===== src/hw/rtl/rgbmpp_pkg.sv =====
// Shared constants and types for the masked pixel packer.
package rgbmpp_pkg;

    localparam int CH_W       = 8;
    localparam int NUM_CH     = 3;
    localparam int MASK_W     = 32;
    localparam int BPP_W      = 6;
    localparam int DIM_W      = 13;
    localparam int STRIDE_W   = 15;
    localparam int OFF_W      = 26;
    localparam int PIX_W      = 32;
    localparam int BC_W       = 3;
    localparam int SH_W       = 5;
    localparam int Q_W        = 25;
    localparam int R_W        = 7;
    localparam int PR_W       = CH_W + R_W;
    localparam int CFG_ADDR_W = 3;
    localparam int MAX_PIX_BYTES = 4;

    // register indexes
    localparam logic [CFG_ADDR_W-1:0] REG_RED_MASK    = 3'd0;
    localparam logic [CFG_ADDR_W-1:0] REG_GREEN_MASK  = 3'd1;
    localparam logic [CFG_ADDR_W-1:0] REG_BLUE_MASK   = 3'd2;
    localparam logic [CFG_ADDR_W-1:0] REG_BPP         = 3'd3;
    localparam logic [CFG_ADDR_W-1:0] REG_LOW_FIRST   = 3'd4;
    localparam logic [CFG_ADDR_W-1:0] REG_FRAME_WIDTH = 3'd5;
    localparam logic [CFG_ADDR_W-1:0] REG_FRAME_HGT   = 3'd6;
    localparam logic [CFG_ADDR_W-1:0] REG_LINE_STRIDE = 3'd7;

    // channel slots
    localparam int CH_RED   = 0;
    localparam int CH_GREEN = 1;
    localparam int CH_BLUE  = 2;

    localparam logic [MASK_W-1:0]   RED_MASK_RST   = 32'h00FF_0000;
    localparam logic [MASK_W-1:0]   GREEN_MASK_RST = 32'h0000_FF00;
    localparam logic [MASK_W-1:0]   BLUE_MASK_RST  = 32'h0000_00FF;
    localparam logic [BPP_W-1:0]    BPP_RST        = 6'd32;
    localparam logic                LOW_FIRST_RST  = 1'b1;
    localparam logic [DIM_W-1:0]    FRAME_W_RST    = 13'd640;
    localparam logic [DIM_W-1:0]    FRAME_H_RST    = 13'd480;
    localparam logic [STRIDE_W-1:0] STRIDE_RST     = 15'd2560;

    // per-channel scale: value*(2^w-1)/255 = value*q + (value*r)/255
    typedef struct packed {
        logic [SH_W-1:0] shift;
        logic [Q_W-1:0]  q;
        logic [R_W-1:0]  r;
    } chan_t;

    typedef struct packed {
        logic [BC_W-1:0]     byte_cnt;
        logic [DIM_W-1:0]    frame_width;
        logic [DIM_W-1:0]    frame_height;
        logic [STRIDE_W-1:0] line_stride;
    } front_cfg_t;

    typedef struct packed {
        chan_t [NUM_CH-1:0] chan;
        logic               low_first;
    } back_cfg_t;

    typedef struct packed {
        logic [OFF_W-1:0] byte_offset;
        logic [BC_W-1:0]  byte_cnt;
        logic             frame_end;
    } meta_t;

    typedef struct packed {
        logic [NUM_CH-1:0][CH_W-1:0] color;
        meta_t                       meta;
    } item_t;

endpackage


===== src/hw/rtl/rgbmpp_cfg.sv =====
// Configuration registers and registered channel-mask decode.
module rgbmpp_cfg (
    input  logic                                aclk,
    input  logic                                aresetn,
    input  logic                                cfg_we,
    input  logic [rgbmpp_pkg::CFG_ADDR_W-1:0]   cfg_addr,
    input  logic [rgbmpp_pkg::MASK_W-1:0]       cfg_wdata,
    output rgbmpp_pkg::front_cfg_t              front_cfg,
    output rgbmpp_pkg::back_cfg_t               back_cfg
);
    import rgbmpp_pkg::*;

    function automatic logic [MASK_W-1:0] mask_low(input logic [MASK_W-1:0] m);
        return m & (~m + MASK_W'(1));
    endfunction

    // lowest run of ones: adding the low bit clears the run and carries past it
    function automatic logic [MASK_W-1:0] mask_run(input logic [MASK_W-1:0] m);
        return m & ~(m + mask_low(m));
    endfunction

    function automatic chan_t chan_decode(input logic [MASK_W-1:0] low,
                                          input logic [MASK_W-1:0] run);
        chan_t          d;
        logic [SH_W-1:0] sh;
        logic [5:0]     w;
        logic [2:0]     j;
        logic [2:0]     rr;
        logic [Q_W-1:0] pat;
        sh  = '0;
        w   = '0;
        pat = '0;
        for (int i = 0; i < MASK_W; i++) begin
            if (low[i]) sh = sh | SH_W'(i);
            w = w + 6'(run[i]);
        end
        // 2^w-1 = 255 * (2^rr * sum 256^i, i<j) + (2^rr - 1), w = 8j + rr
        j  = w[5:3];
        rr = w[2:0];
        for (int b = 0; b < MAX_PIX_BYTES; b++) begin
            if (3'(b) < j) pat[8*b] = 1'b1;
        end
        d.shift = sh;
        d.q     = pat << rr;
        d.r     = R_W'((8'd1 << rr) - 8'd1);
        return d;
    endfunction

    logic [MASK_W-1:0]   low_reg [NUM_CH];
    logic [MASK_W-1:0]   run_reg [NUM_CH];
    chan_t               dec_reg [NUM_CH];
    logic [BPP_W-1:0]    bpp_reg;
    logic                lsb_reg;
    logic [DIM_W-1:0]    fw_reg;
    logic [DIM_W-1:0]    fh_reg;
    logic [STRIDE_W-1:0] stride_reg;

    logic [MASK_W-1:0]   wr_low;
    logic [MASK_W-1:0]   wr_run;
    logic [3:0]          cnt_raw;

    assign wr_low = mask_low(cfg_wdata);
    assign wr_run = mask_run(cfg_wdata);

    always_ff @(posedge aclk) begin
        if (!aresetn) begin
            low_reg[CH_RED]   <= mask_low(RED_MASK_RST);
            run_reg[CH_RED]   <= mask_run(RED_MASK_RST);
            low_reg[CH_GREEN] <= mask_low(GREEN_MASK_RST);
            run_reg[CH_GREEN] <= mask_run(GREEN_MASK_RST);
            low_reg[CH_BLUE]  <= mask_low(BLUE_MASK_RST);
            run_reg[CH_BLUE]  <= mask_run(BLUE_MASK_RST);
            bpp_reg           <= BPP_RST;
            lsb_reg           <= LOW_FIRST_RST;
            fw_reg            <= FRAME_W_RST;
            fh_reg            <= FRAME_H_RST;
            stride_reg        <= STRIDE_RST;
        end else if (cfg_we) begin
            case (cfg_addr)
                REG_RED_MASK: begin
                    low_reg[CH_RED] <= wr_low;
                    run_reg[CH_RED] <= wr_run;
                end
                REG_GREEN_MASK: begin
                    low_reg[CH_GREEN] <= wr_low;
                    run_reg[CH_GREEN] <= wr_run;
                end
                REG_BLUE_MASK: begin
                    low_reg[CH_BLUE] <= wr_low;
                    run_reg[CH_BLUE] <= wr_run;
                end
                REG_BPP:         bpp_reg    <= cfg_wdata[BPP_W-1:0];
                REG_LOW_FIRST:   lsb_reg    <= cfg_wdata[0];
                REG_FRAME_WIDTH: fw_reg     <= cfg_wdata[DIM_W-1:0];
                REG_FRAME_HGT:   fh_reg     <= cfg_wdata[DIM_W-1:0];
                REG_LINE_STRIDE: stride_reg <= cfg_wdata[STRIDE_W-1:0];
                default: ;
            endcase
        end
    end

    // decode is registered from the stored masks, one register behind them
    always_ff @(posedge aclk) begin
        if (!aresetn) begin
            dec_reg[CH_RED]   <= chan_decode(mask_low(RED_MASK_RST), mask_run(RED_MASK_RST));
            dec_reg[CH_GREEN] <= chan_decode(mask_low(GREEN_MASK_RST),
                                             mask_run(GREEN_MASK_RST));
            dec_reg[CH_BLUE]  <= chan_decode(mask_low(BLUE_MASK_RST), mask_run(BLUE_MASK_RST));
        end else begin
            for (int c = 0; c < NUM_CH; c++) begin
                dec_reg[c] <= chan_decode(low_reg[c], run_reg[c]);
            end
        end
    end

    assign cnt_raw = 4'((7'(bpp_reg) + 7'd7) >> 3);

    always_comb begin
        if (cnt_raw == 4'd0) begin
            front_cfg.byte_cnt = BC_W'(1);
        end else if (cnt_raw > 4'(MAX_PIX_BYTES)) begin
            front_cfg.byte_cnt = BC_W'(MAX_PIX_BYTES);
        end else begin
            front_cfg.byte_cnt = cnt_raw[BC_W-1:0];
        end
        front_cfg.frame_width  = fw_reg;
        front_cfg.frame_height = fh_reg;
        front_cfg.line_stride  = stride_reg;
        for (int c = 0; c < NUM_CH; c++) begin
            back_cfg.chan[c] = dec_reg[c];
        end
        back_cfg.low_first = lsb_reg;
    end

endmodule


===== src/hw/rtl/rgbmpp_front.sv =====
// Input side: raster position tracking, byte offset and end-of-frame tagging.
module rgbmpp_front #(
    parameter int MAX_DIMENSION = 4096
) (
    input  logic                          aclk,
    input  logic                          aresetn,
    input  logic                          s_valid,
    output logic                          s_ready,
    input  logic [rgbmpp_pkg::CH_W-1:0]   s_red,
    input  logic [rgbmpp_pkg::CH_W-1:0]   s_green,
    input  logic [rgbmpp_pkg::CH_W-1:0]   s_blue,
    input  rgbmpp_pkg::front_cfg_t        front_cfg,
    input  logic                          q_full,
    output logic                          q_push,
    output rgbmpp_pkg::item_t             q_item
);
    import rgbmpp_pkg::*;

    localparam int COL_W = $clog2(MAX_DIMENSION);
    localparam int LIM_W = $clog2(MAX_DIMENSION + 1);

    function automatic logic [LIM_W-1:0] clamp_dim(input logic [DIM_W-1:0] v);
        if (v == '0) return LIM_W'(1);
        if (32'(v) > 32'(MAX_DIMENSION)) return LIM_W'(MAX_DIMENSION);
        return LIM_W'(v);
    endfunction

    logic [COL_W-1:0] col_reg, col_next;
    logic [COL_W-1:0] row_reg, row_next;
    logic [OFF_W-1:0] row_base_reg, row_base_next;

    logic [LIM_W-1:0] w_lim, h_lim, col_inc, row_inc;
    logic             row_wrap, frame_wrap, accept;

    assign s_ready = !q_full;
    assign accept  = s_valid && s_ready;

    assign w_lim   = clamp_dim(front_cfg.frame_width);
    assign h_lim   = clamp_dim(front_cfg.frame_height);
    assign col_inc = LIM_W'(col_reg) + LIM_W'(1);
    assign row_inc = LIM_W'(row_reg) + LIM_W'(1);

    // a position at or past a shrunken limit wraps just like the last one
    assign row_wrap   = col_inc >= w_lim;
    assign frame_wrap = row_wrap && (row_inc >= h_lim);

    always_comb begin
        col_next      = col_reg;
        row_next      = row_reg;
        row_base_next = row_base_reg;
        if (row_wrap) begin
            col_next = '0;
            if (frame_wrap) begin
                row_next      = '0;
                row_base_next = '0;
            end else begin
                row_next      = COL_W'(row_inc);
                row_base_next = row_base_reg + OFF_W'(front_cfg.line_stride);
            end
        end else begin
            col_next = COL_W'(col_inc);
        end
    end

    always_ff @(posedge aclk) begin
        if (!aresetn) begin
            col_reg      <= '0;
            row_reg      <= '0;
            row_base_reg <= '0;
        end else if (accept) begin
            col_reg      <= col_next;
            row_reg      <= row_next;
            row_base_reg <= row_base_next;
        end
    end

    assign q_push                  = accept;
    assign q_item.color[CH_RED]    = s_red;
    assign q_item.color[CH_GREEN]  = s_green;
    assign q_item.color[CH_BLUE]   = s_blue;
    assign q_item.meta.byte_offset = row_base_reg
                                   + OFF_W'(col_reg) * OFF_W'(front_cfg.byte_cnt);
    assign q_item.meta.byte_cnt    = front_cfg.byte_cnt;
    assign q_item.meta.frame_end   = frame_wrap;

    a_frame_restart: assert property (@(posedge aclk) disable iff (!aresetn)
        accept && frame_wrap |=> col_reg == '0 && row_reg == '0 && row_base_reg == '0)
        else $error("position not cleared after last pixel of frame");

endmodule


===== src/hw/rtl/rgbmpp_queue.sv =====
// Two-entry queue between the input side and the pixel datapath.
module rgbmpp_queue (
    input  logic               aclk,
    input  logic               aresetn,
    input  logic               push,
    input  rgbmpp_pkg::item_t  push_item,
    output logic               full,
    input  logic               pop,
    output logic               empty,
    output rgbmpp_pkg::item_t  head
);
    import rgbmpp_pkg::*;

    localparam int DEPTH = 2;
    localparam int PTR_W = $clog2(DEPTH);

    item_t            mem_reg [DEPTH];
    logic [PTR_W-1:0] wr_ptr_reg, rd_ptr_reg;
    logic [PTR_W:0]   cnt_reg, cnt_next;

    assign full  = cnt_reg == (PTR_W + 1)'(DEPTH);
    assign empty = cnt_reg == '0;
    assign head  = mem_reg[rd_ptr_reg];

    always_comb begin
        cnt_next = cnt_reg;
        if (push && !pop) cnt_next = cnt_reg + (PTR_W + 1)'(1);
        if (pop && !push) cnt_next = cnt_reg - (PTR_W + 1)'(1);
    end

    always_ff @(posedge aclk) begin
        if (!aresetn) begin
            wr_ptr_reg <= '0;
            rd_ptr_reg <= '0;
            cnt_reg    <= '0;
        end else begin
            if (push) wr_ptr_reg <= wr_ptr_reg + PTR_W'(1);
            if (pop)  rd_ptr_reg <= rd_ptr_reg + PTR_W'(1);
            cnt_reg <= cnt_next;
        end
    end

    always_ff @(posedge aclk) begin
        if (push) mem_reg[wr_ptr_reg] <= push_item;
    end

    a_no_overflow: assert property (@(posedge aclk) disable iff (!aresetn)
        push |-> !full)
        else $error("queue written while full");

    a_no_underflow: assert property (@(posedge aclk) disable iff (!aresetn)
        pop |-> !empty)
        else $error("queue read while empty");

endmodule


===== src/hw/rtl/rgbmpp_back.sv =====
// Pixel datapath: channel scaling, mask placement, byte ordering, output register.
module rgbmpp_back (
    input  logic                           aclk,
    input  logic                           aresetn,
    input  logic                           q_empty,
    input  rgbmpp_pkg::item_t              q_head,
    output logic                           q_pop,
    input  rgbmpp_pkg::back_cfg_t          back_cfg,
    output logic                           m_valid,
    input  logic                           m_ready,
    output logic [rgbmpp_pkg::OFF_W-1:0]   m_byte_offset,
    output logic [rgbmpp_pkg::PIX_W-1:0]   m_pixel_bytes,
    output logic [rgbmpp_pkg::BC_W-1:0]    m_byte_cnt,
    output logic                           m_frame_end
);
    import rgbmpp_pkg::*;

    // exact floor(x/255) for x up to 255*127
    function automatic logic [R_W-1:0] div255(input logic [PR_W-1:0] x);
        logic [PR_W:0] s;
        s = (PR_W + 1)'(x) + (PR_W + 1)'(x >> 8) + (PR_W + 1)'(1);
        return R_W'(s >> 8);
    endfunction

    function automatic logic [PIX_W-1:0] pack_bytes(input logic [PIX_W-1:0] pix,
                                                     input logic [BC_W-1:0]  cnt,
                                                     input logic             lsb);
        logic [PIX_W-1:0] o;
        logic [1:0]       src;
        o = '0;
        for (int k = 0; k < MAX_PIX_BYTES; k++) begin
            if (BC_W'(k) < cnt) begin
                src = lsb ? 2'(k) : 2'(cnt - BC_W'(1) - BC_W'(k));
                o[8*k +: 8] = pix[{src, 3'b000} +: 8];
            end
        end
        return o;
    endfunction

    logic                      b1_v_reg, b2_v_reg, m_valid_reg;
    logic [PIX_W-1:0]          pq_reg [NUM_CH];
    logic [PIX_W-1:0]          pq_next [NUM_CH];
    logic [PR_W-1:0]           pr_reg [NUM_CH];
    logic [PR_W-1:0]           pr_next [NUM_CH];
    meta_t                     b1_meta_reg, b2_meta_reg;
    logic [PIX_W-1:0]          pix_reg, pix_next;
    logic [OFF_W-1:0]          off_reg;
    logic [PIX_W-1:0]          bytes_reg, bytes_next;
    logic [BC_W-1:0]           cnt_reg;
    logic                      fend_reg;

    logic out_free, b2_free, b1_free;

    assign out_free = !m_valid_reg || m_ready;
    assign b2_free  = !b2_v_reg || out_free;
    assign b1_free  = !b1_v_reg || b2_free;
    assign q_pop    = !q_empty && b1_free;

    always_comb begin
        for (int c = 0; c < NUM_CH; c++) begin
            pq_next[c] = PIX_W'(PIX_W'(q_head.color[c]) * PIX_W'(back_cfg.chan[c].q));
            pr_next[c] = PR_W'(q_head.color[c]) * PR_W'(back_cfg.chan[c].r);
        end
    end

    always_comb begin
        pix_next = '0;
        for (int c = 0; c < NUM_CH; c++) begin
            pix_next = pix_next
                     | ((pq_reg[c] + PIX_W'(div255(pr_reg[c]))) << back_cfg.chan[c].shift);
        end
    end

    assign bytes_next = pack_bytes(pix_reg, b2_meta_reg.byte_cnt, back_cfg.low_first);

    always_ff @(posedge aclk) begin
        if (!aresetn) begin
            b1_v_reg    <= 1'b0;
            b2_v_reg    <= 1'b0;
            m_valid_reg <= 1'b0;
        end else begin
            if (b1_free)  b1_v_reg    <= !q_empty;
            if (b2_free)  b2_v_reg    <= b1_v_reg;
            if (out_free) m_valid_reg <= b2_v_reg;
        end
    end

    always_ff @(posedge aclk) begin
        if (q_pop) begin
            for (int c = 0; c < NUM_CH; c++) begin
                pq_reg[c] <= pq_next[c];
                pr_reg[c] <= pr_next[c];
            end
            b1_meta_reg <= q_head.meta;
        end
        if (b1_v_reg && b2_free) begin
            pix_reg     <= pix_next;
            b2_meta_reg <= b1_meta_reg;
        end
        if (b2_v_reg && out_free) begin
            off_reg   <= b2_meta_reg.byte_offset;
            bytes_reg <= bytes_next;
            cnt_reg   <= b2_meta_reg.byte_cnt;
            fend_reg  <= b2_meta_reg.frame_end;
        end
    end

    assign m_valid       = m_valid_reg;
    assign m_byte_offset = off_reg;
    assign m_pixel_bytes = bytes_reg;
    assign m_byte_cnt    = cnt_reg;
    assign m_frame_end   = fend_reg;

    a_count_range: assert property (@(posedge aclk) disable iff (!aresetn)
        m_valid |-> m_byte_cnt != '0 && m_byte_cnt <= BC_W'(MAX_PIX_BYTES))
        else $error("byte count out of range");

    a_single_byte_clean: assert property (@(posedge aclk) disable iff (!aresetn)
        m_valid && m_byte_cnt == BC_W'(1) |-> m_pixel_bytes[PIX_W-1:8] == '0)
        else $error("bytes beyond count not cleared");

endmodule


===== src/hw/rtl/rgb888_to_masked_pixel_packer.sv =====
// Top level of the RGB888 to masked pixel packer.
//
//  port group   dir  handshake          contents
//  s_*          in   s_valid/s_ready    red, green, blue of one raster-order pixel
//  m_*          out  m_valid/m_ready    byte_offset, pixel_bytes, byte_cnt, frame_end
//  cfg_*        in   cfg_we only        register index and write data, no read-back
//
//  One pixel per clock sustained while m_ready stays high. After its transfer in,
//  a result goes through the channel multiply stage, the shift/merge stage and the
//  output register; an item passes through the queue without extra delay.
//  Synchronous active-low reset clears position counters and all valids and
//  loads the register defaults; mask decode is registered behind the mask registers.
//  A stalled output holds its result; s_ready drops once five pixels are held
//  (three stages plus the two-entry queue).
module rgb888_to_masked_pixel_packer #(
    parameter int MAX_DIMENSION = 4096
) (
    input  logic                                aclk,
    input  logic                                aresetn,
    input  logic                                s_valid,
    output logic                                s_ready,
    input  logic [rgbmpp_pkg::CH_W-1:0]         s_red,
    input  logic [rgbmpp_pkg::CH_W-1:0]         s_green,
    input  logic [rgbmpp_pkg::CH_W-1:0]         s_blue,
    output logic                                m_valid,
    input  logic                                m_ready,
    output logic [rgbmpp_pkg::OFF_W-1:0]        m_byte_offset,
    output logic [rgbmpp_pkg::PIX_W-1:0]        m_pixel_bytes,
    output logic [rgbmpp_pkg::BC_W-1:0]         m_byte_cnt,
    output logic                                m_frame_end,
    input  logic                                cfg_we,
    input  logic [rgbmpp_pkg::CFG_ADDR_W-1:0]   cfg_addr,
    input  logic [rgbmpp_pkg::MASK_W-1:0]       cfg_wdata
);
    import rgbmpp_pkg::*;

    front_cfg_t front_cfg;
    back_cfg_t  back_cfg;
    item_t      push_item, head_item;
    logic       q_push, q_pop, q_full, q_empty;

    rgbmpp_cfg u_cfg (
        .aclk      (aclk),
        .aresetn   (aresetn),
        .cfg_we    (cfg_we),
        .cfg_addr  (cfg_addr),
        .cfg_wdata (cfg_wdata),
        .front_cfg (front_cfg),
        .back_cfg  (back_cfg)
    );

    rgbmpp_front #(
        .MAX_DIMENSION (MAX_DIMENSION)
    ) u_front (
        .aclk      (aclk),
        .aresetn   (aresetn),
        .s_valid   (s_valid),
        .s_ready   (s_ready),
        .s_red     (s_red),
        .s_green   (s_green),
        .s_blue    (s_blue),
        .front_cfg (front_cfg),
        .q_full    (q_full),
        .q_push    (q_push),
        .q_item    (push_item)
    );

    rgbmpp_queue u_queue (
        .aclk      (aclk),
        .aresetn   (aresetn),
        .push      (q_push),
        .push_item (push_item),
        .full      (q_full),
        .pop       (q_pop),
        .empty     (q_empty),
        .head      (head_item)
    );

    rgbmpp_back u_back (
        .aclk          (aclk),
        .aresetn       (aresetn),
        .q_empty       (q_empty),
        .q_head        (head_item),
        .q_pop         (q_pop),
        .back_cfg      (back_cfg),
        .m_valid       (m_valid),
        .m_ready       (m_ready),
        .m_byte_offset (m_byte_offset),
        .m_pixel_bytes (m_pixel_bytes),
        .m_byte_cnt    (m_byte_cnt),
        .m_frame_end   (m_frame_end)
    );

endmodule


===== config.mk =====
export PLATFORM = sky130hd
export DESIGN_NAME = rgb888_to_masked_pixel_packer
export DESIGN_NICKNAME = d
export VERILOG_FILES = /design/src/hw/rtl/rgbmpp_pkg.sv /design/src/hw/rtl/rgbmpp_cfg.sv /design/src/hw/rtl/rgbmpp_front.sv /design/src/hw/rtl/rgbmpp_queue.sv /design/src/hw/rtl/rgbmpp_back.sv /design/src/hw/rtl/rgb888_to_masked_pixel_packer.sv
export SDC_FILE = /design/constraint.sdc
export NUM_CORES = 2
export LEC_CHECK = 0
export ABC_AREA = 0
export BUFFER_PORTS_ARGS = -buffer_cell sky130_fd_sc_hd__buf_2
export CAP_MARGIN = 20
export CORE_MARGIN = 3
export CORE_UTILIZATION = 30
export CTS_CLUSTER_SIZE = 24
export DETAILED_ROUTE_END_ITERATION = 8
export GPL_ROUTABILITY_DRIVEN = 0
export PLACE_DENSITY = 0.48
export SLEW_MARGIN = 5
export SYNTH_ARGS = -nofsm -noshare
export SYNTH_HDL_FRONTEND = slang
export SYNTH_SLANG_ARGS = --single-unit

===== constraint.sdc =====
create_clock -name aclk -period 19 [get_ports aclk]
set_input_delay 4.75 -clock aclk [delete_from_list [all_inputs] [get_ports aclk]]
set_output_delay 4.75 -clock aclk [all_outputs]
set_load 0.02 [all_outputs]

# Yosys cells after proc, flatten, opt, wreduce, memory -nomap -nowiden
# Memories as Yosys holds them, arrays and structs flattened. A register that Yosys moved wholly into a read port is not among the register bits.
# Cells that the tools add are included.
[op_classes] add_sub_neg=120 multipliers=7 magnitude_cmp=21 n_eq_ne=20 shifts=13 muxes=315 n_bitwise=15 n_reduce_logical=29
[op_table] cell="$mux W5" n=142
[op_table] cell="$add A6 B1 Y6" n=90
[op_table] cell="$mux W13" n=22
[op_table] cell="$mux W32" n=6
[op_table] cell="$mux W26" n=5
[op_table] cell="$shiftx A32 B6 Y8" n=4
[op_table] cell="$mux W37" n=3
[op_table] cell="$add A32 B7 Y32" n=3
[op_table] cell="$mul A8 B25 Y32" n=3
[op_table] cell="$mux W12" n=8
[op_table] cell="$mux W4" n=24
[op_table] cell="$shl A32 B5 Y32" n=3
[op_table] cell="$mux W15" n=5
[op_table] cell="$shl A25 B3 Y25" n=3
[op_table] cell="$mux W1" n=68
[op_table] cell="$and A32 B32 Y32" n=2
[op_table] cell="$not A32 Y32" n=2
[op_table] cell="$or A32 B32 Y32" n=2
[op_table] cell="$add A26 B15 Y26" n=2
[op_table] cell="$add A15 B1 Y15 const B" n=3
[op_table] cell="$add A15 B7 Y15" n=3
[op_table] cell="$mul A8 B7 Y15" n=3
[op_table] cell="$mux W3" n=15
[op_table] cell="$add A32 B1 Y32 const B" n=1
[op_table] cell="33 further kinds" n=118
[word_totals] register_bits=259 ram_bits=552 input_bits=64 output_inout_bits=64 word_cells=574 mem_count=6
[mem_list] name="u_cfg.dec_reg" words=3 width=37 rd=3 rd_clocked_by_memory_dff=0 wr=3 line_no="rgbmpp_cfg.sv:51" text="chan_t dec_reg [NUM_CH];"
[mem_list] name="u_queue.mem_reg" words=2 width=54 rd=1 rd_clocked_by_memory_dff=1 wr=1 line_no="rgbmpp_queue.sv:17" text="item_t mem_reg [DEPTH];"
[mem_list] name="u_back.pq_reg" words=3 width=32 rd=3 rd_clocked_by_memory_dff=0 wr=3 line_no="rgbmpp_back.sv:41" text="logic [PIX_W-1:0] pq_reg [NUM_CH];"
[mem_list] name="u_cfg.low_reg" words=3 width=32 rd=3 rd_clocked_by_memory_dff=0 wr=3 line_no="rgbmpp_cfg.sv:49" text="logic [MASK_W-1:0] low_reg [NUM_CH];"
[mem_list] name="u_cfg.run_reg" words=3 width=32 rd=3 rd_clocked_by_memory_dff=0 wr=3 line_no="rgbmpp_cfg.sv:50" text="logic [MASK_W-1:0] run_reg [NUM_CH];"
[mem_list] name="u_back.pr_reg" words=3 width=15 rd=3 rd_clocked_by_memory_dff=0 wr=3 line_no="rgbmpp_back.sv:43" text="logic [PR_W-1:0] pr_reg [NUM_CH];"

# Longest topological paths before layout
[logic_depth] ltp_word=64 ltp_mapped=25 mapped_depth_nobuf=23

# Hierarchy
# Synthesis repeated with hierarchy kept, for this count alone.
[unflattened] cells_unflattened=6879 hier_area_um2=67752.5
[by_module_without_submodules] mod="rgbmpp_back" n_inst=1 cells_each=4602 area_per_inst_um2=42647.2 seq_area_each_um2=8918.6
[by_module_without_submodules] mod="rgbmpp_cfg" n_inst=1 cells_each=1316 area_per_inst_um2=14988.1 seq_area_each_um2=8858.5
[by_module_without_submodules] mod="rgbmpp_front" n_inst=1 cells_each=771 area_per_inst_um2=6019.5 seq_area_each_um2=1001.0
[by_module_without_submodules] mod="rgbmpp_queue" n_inst=1 cells_each=190 area_per_inst_um2=4097.7 seq_area_each_um2=3343.2

# Worst setup path after synthesis
# Ideal clock, no wire load.
[synth_path] kind="in2reg" startpoint="in m_ready" endpoint="reg u_queue.cnt_reg[1]" setup_time_ps=71 arrival_time_ps=15075 required_ps=18929 path_slack_ps=3855 cell_stages=6 n_path_buf=0 cell_sequence="nor2b_1 > and2_1 > a21oi_1 > ha_1 > or3_1 > a21oi_1"
[synth_between] elab_chain_cells=7 word_cells_on_any_way=9 cone_classes="mux (1); reduce/logical (8)"
[synth_rtl] element="start: declaration" line_no="rgb888_to_masked_pixel_packer.sv:26" text="input logic m_ready,"
[synth_rtl] element="$logic_or A1 B1 Y1 *" line_no="rgbmpp_back.sv:54" text="assign out_free = !m_valid_reg || m_ready;"
[synth_rtl] element="$logic_or A1 B1 Y1 *" line_no="rgbmpp_back.sv:55" text="assign b2_free = !b2_v_reg || out_free;"
[synth_rtl] element="$logic_or A1 B1 Y1 *" line_no="rgbmpp_back.sv:56" text="assign b1_free = !b1_v_reg || b2_free;"
[synth_rtl] element="$logic_and A1 B1 Y1 *" line_no="rgbmpp_back.sv:57" text="assign q_pop = !q_empty && b1_free;"
[synth_rtl] element="via q_pop" line_no="rgb888_to_masked_pixel_packer.sv:40" text="logic q_push, q_pop, q_full, q_empty;"
[synth_rtl] element="$logic_not A1 Y1" line_no="rgbmpp_queue.sv:27" text="if (push && !pop) cnt_next = cnt_reg + (PTR_W + 1)'(1);"
[synth_rtl] element="$logic_and A1 B1 Y1" line_no="rgbmpp_queue.sv:27"
[synth_rtl] element="$reduce_bool A2 Y1 (no source line)"
[synth_rtl] element="end signal: assignment" line_no="rgbmpp_queue.sv:39" text="cnt_reg <= cnt_next;"
[synth_rtl] element="end: declaration" line_no="rgbmpp_queue.sv:19" text="logic [PTR_W:0] cnt_reg, cnt_next;"
# The timed path passes the listed nets; every way through them passes the cells marked *.
# A chain may end at the register's enable or synchronous reset.

==> results.tsv <==
stage	metric	value	unit
clocking	setup bufs post-CTS	0	
global_routing	largest net degree at the start of global routing	69	
min_path	hold depth	0	
floorplan	Core Rows	172	
floorplan	Die W	477	µm
final_layout	Final Net Count	7696	
floorplan	core area	0.220	mm²
synth	Post-synth EDFFs	592	
final_layout	Area growth syn-to-layout	10.7	%
synth	synthesized cell area	0.0665	mm²
synth	synthesized net count	7698	
power_and_ir_drop	PD cells	152	mW/mm²
worst_setup_path	critical path's most frequent cell	nand2_2	
clocking	Clock Latency Late Sink	0.74	ns
sta	worst-margin pin slew	1.14	ns
clocking	post-CTS sizing	0	
clocking	Bufs on Longest Clock Path	3	
drt	antenna-violating nets left	0	
global_routing	initial antenna violation count	9	
clocking	Worst-path clk slew	0.06	ns
synth	register area share after synthesis	0.333	
worst_setup_path	FF-to-FF setup slack	11.78	ns
global_routing	global-route wire length before repair	291000	µm
sta	Post-Route Skew	0.0700	ns
global_routing	vias in the first global route	49100	
sta	Setup violations, final	0	
power_and_ir_drop	total power	11200	µW
sta	Tmin final	7.71	ns
floorplan	Die Footprint	0.227	mm²
worst_setup_path	CP Buf/Inv Count	1	
place	Buffers on Ports	127	
worst_setup_path	Register-to-Register Path Depth	20	
sta	count of pins over their slew limit	0	
worst_setup_path	Top delay family on crit path	simple AND/OR/NAND/NOR gates	
worst_setup_path	Slowest Stage Delay on Critical Path	0.64	ns
worst_setup_path	Max FO, Critical Path	12	
clocking	CTS tree	built	
sta	Slew HR	0.233	
final_layout	max FFs per register	111	
drt	DRC	0	
synth	Post-Synthesis Cells	6657	
worst_setup_path	crit start category	primary input	
floorplan	initial core utilization	0.302	
global_routing	global route overflow	0	
drt	drt pass-1 iters	9	
final_layout	share of layout cells above drive strength 1	0.0803	
clocking	CTS Sinks	809	
place	HPWL Detailed	140000	µm
floorplan	Die Span Y	477	µm
floorplan	# IOs	128	
sta	Fin Setup TNS	0	ns
clocking	clock root buffer	clkbuf_16	
worst_setup_path	CP Cell Sequence	buf_2, or4_1, nor4_2, nand4b_4, or4b_4, nor3_4, nand2_2, nor4_4, nand2_2, or3_4, nor3b_1	
worst_setup_path	Levels on crit path	11	
worst_setup_path	CP arrival	8.22	ns
worst_setup_path	Worst EP required	19.51	ns
worst_setup_path	kind of critical path	primary input to flop	
status	run status	complete, no violations	
drt	vias	48200	
synth	Async SR Flop Fraction	0	
synth	ys flop type	edfxtp_1	
sta	Max Freq	130	MHz
drt	Vias/cell	4.97	
clocking	Hold Buf Count CTS	0	
run	maxcap violations	0	
clocking	Num CTS Buffers	96	
clocking	H-tree depth	3	
sta	hold_ws	0.417	ns
synth	Synth Register Bits	809	
sta	RSZ-0062 raised after global routing	no	
drt	drt initial violations	3397	
drt	WL per Instance	19.0	µm
worst_setup_path	Crit. End Element	flop	
min_path	worst hold path class	flop to flop	
worst_setup_path	Crit-path slowest cell	or4_1	
drt	total length of routed wires	184000	µm
sta	Final period util	0.406	
synth	Yosys warnings	0	
power_and_ir_drop	Max VDD drop	0.226	mV
sta	final hold vios	0	
synth	Mean Syn Cell Area	9.98	µm²
power_and_ir_drop	P_leak	0.0304	µW
global_routing	gr usage total	0.160	
synth	Yosys cell types	92	
==> routing by layer <==
layer  share of wire  global-route usage  vias up
met5               0                   0        -
met4           0.020              0.0335        0
met3           0.046              0.0229      212
met2            0.45               0.256     1099
met1            0.48               0.229    24100
li1                -                   -    22800
==> worst paths after layout <==
check / from / to
worst min register to register: u_back.b1_meta_reg[14] / u_back.b2_meta_reg[14]
worst min-delay path: u_back.b1_meta_reg[14] / u_back.b2_meta_reg[14]
worst max-delay path: cfg_wdata[1] / u_cfg.low_reg[0][62]
worst max register to register: flop / u_back.pq_reg[0][94]
==> cell usage after synthesis (30+ instances only) <==
library cell	n	share of area
ha_1	380	0.072
fa_1	597	0.18
nor2b_1	74	0.0070
o21ai_0	181	0.014
a21oi_1	228	0.017
and3_1	58	0.0055
a21o_1	61	0.0069
edfxtp_1	592	0.27
nor4_1	77	0.0072
mux2_2	89	0.015
a31oi_1	43	0.0040
nand2_1	701	0.040
mux2i_1	98	0.015
o211ai_1	49	0.0055
xor2_1	78	0.010
nand3_1	121	0.0091
nor2_1	373	0.021
nor3_1	129	0.0097
inv_1	798	0.045
dfxtp_1	217	0.065
o21a_1	58	0.0066
mux4_2	37	0.013
clkbuf_1	248	0.014
xnor2_1	179	0.024
or3_1	30	0.0028
and2_1	511	0.048
a211oi_1	47	0.0053
nand2b_1	48	0.0045
nand4_1	47	0.0044
==> cells in the final DEF, fill, tap and decap left out, types with 22 or more instances in the layout <==
| master | n |
|---|---|
| a31oi_1 | 43 |
| or2_2 | 27 |
| o22ai_1 | 22 |
| nand2b_1 | 48 |
| clkbuf_16 | 97 |
| and2_1 | 511 |
| nor4_1 | 77 |
| o211ai_1 | 49 |
| and3_1 | 57 |
| nand4_1 | 47 |
| buf_4 | 48 |
| xnor2_1 | 179 |
| a21oi_1 | 227 |
| o21ai_0 | 179 |
| or3_1 | 30 |
| a22o_1 | 22 |
| mux2i_1 | 98 |
| a211oi_1 | 47 |
| dfxtp_1 | 213 |
| o21bai_1 | 23 |
| fa_1 | 597 |
| o21a_1 | 58 |
| ha_1 | 380 |
| nor2b_1 | 72 |
| mux4_2 | 37 |
| o31ai_1 | 23 |
| mux2_2 | 89 |
| nor3_1 | 127 |
| nand3_1 | 121 |
| a22oi_1 | 28 |
| edfxtp_1 | 592 |
| nor2_1 | 371 |
| xor2_1 | 78 |
| inv_1 | 798 |
| a21o_1 | 61 |
| buf_2 | 127 |
| nand2_1 | 700 |
==> kinds of logic (layout without fill, tap and decap cells) <==
group / count (synthesis) / in the layout / synth area share
and+or+nand+nor: 2269 / 2269 / 0.171
adders and majority gates: 977 / 977 / 0.251
AOI/OAI and AO/OA: 1035 / 1035 / 0.107
DFF: 809 / 809 / 0.333
other: 0 / 5 / 0
xor gates and xnor gates: 257 / 257 / 0.0339
muxes: 224 / 224 / 0.0424
buffers and inverters: 1086 / 1166 / 0.0615
==> layout make-up <==
| cell class | count | area, µm² |
|---|---|---|
| Fill cell | 22500 | 146000 |
| Multi-Input combinational cell | 4762 | 40300 |
| Sequential cell | 809 | 22100 |
| Tap cell | 2958 | 3700 |
| Inverter | 807 | 3030 |
| Clock buffer | 113 | 2540 |
| Timing Repair Buffer | 179 | 1040 |
| Clock inverter | 67 | 790 |
| Antenna cell | 5 | 12.5 |
==> through the flow <==
stage                     instances  setup WS, ns   util  area, µm²
final                          9700         11.29  0.335      73600
after global routing           9697         11.07  0.335      73600
after CTS                      9692         11.34  0.334      73500
after detailed placement       9512         10.54  0.319      70200
after global placement         9509         10.60  0.319      70200
after floorplan                6657          3.85      -      66500
==> report_power, final <==
part	switching [µW]	internal (µW)
clock network	804	1120
logic	4130	2340
registers	335	2470
total	5270	5930
Note: power is estimated with default switching activity, not from simulation.
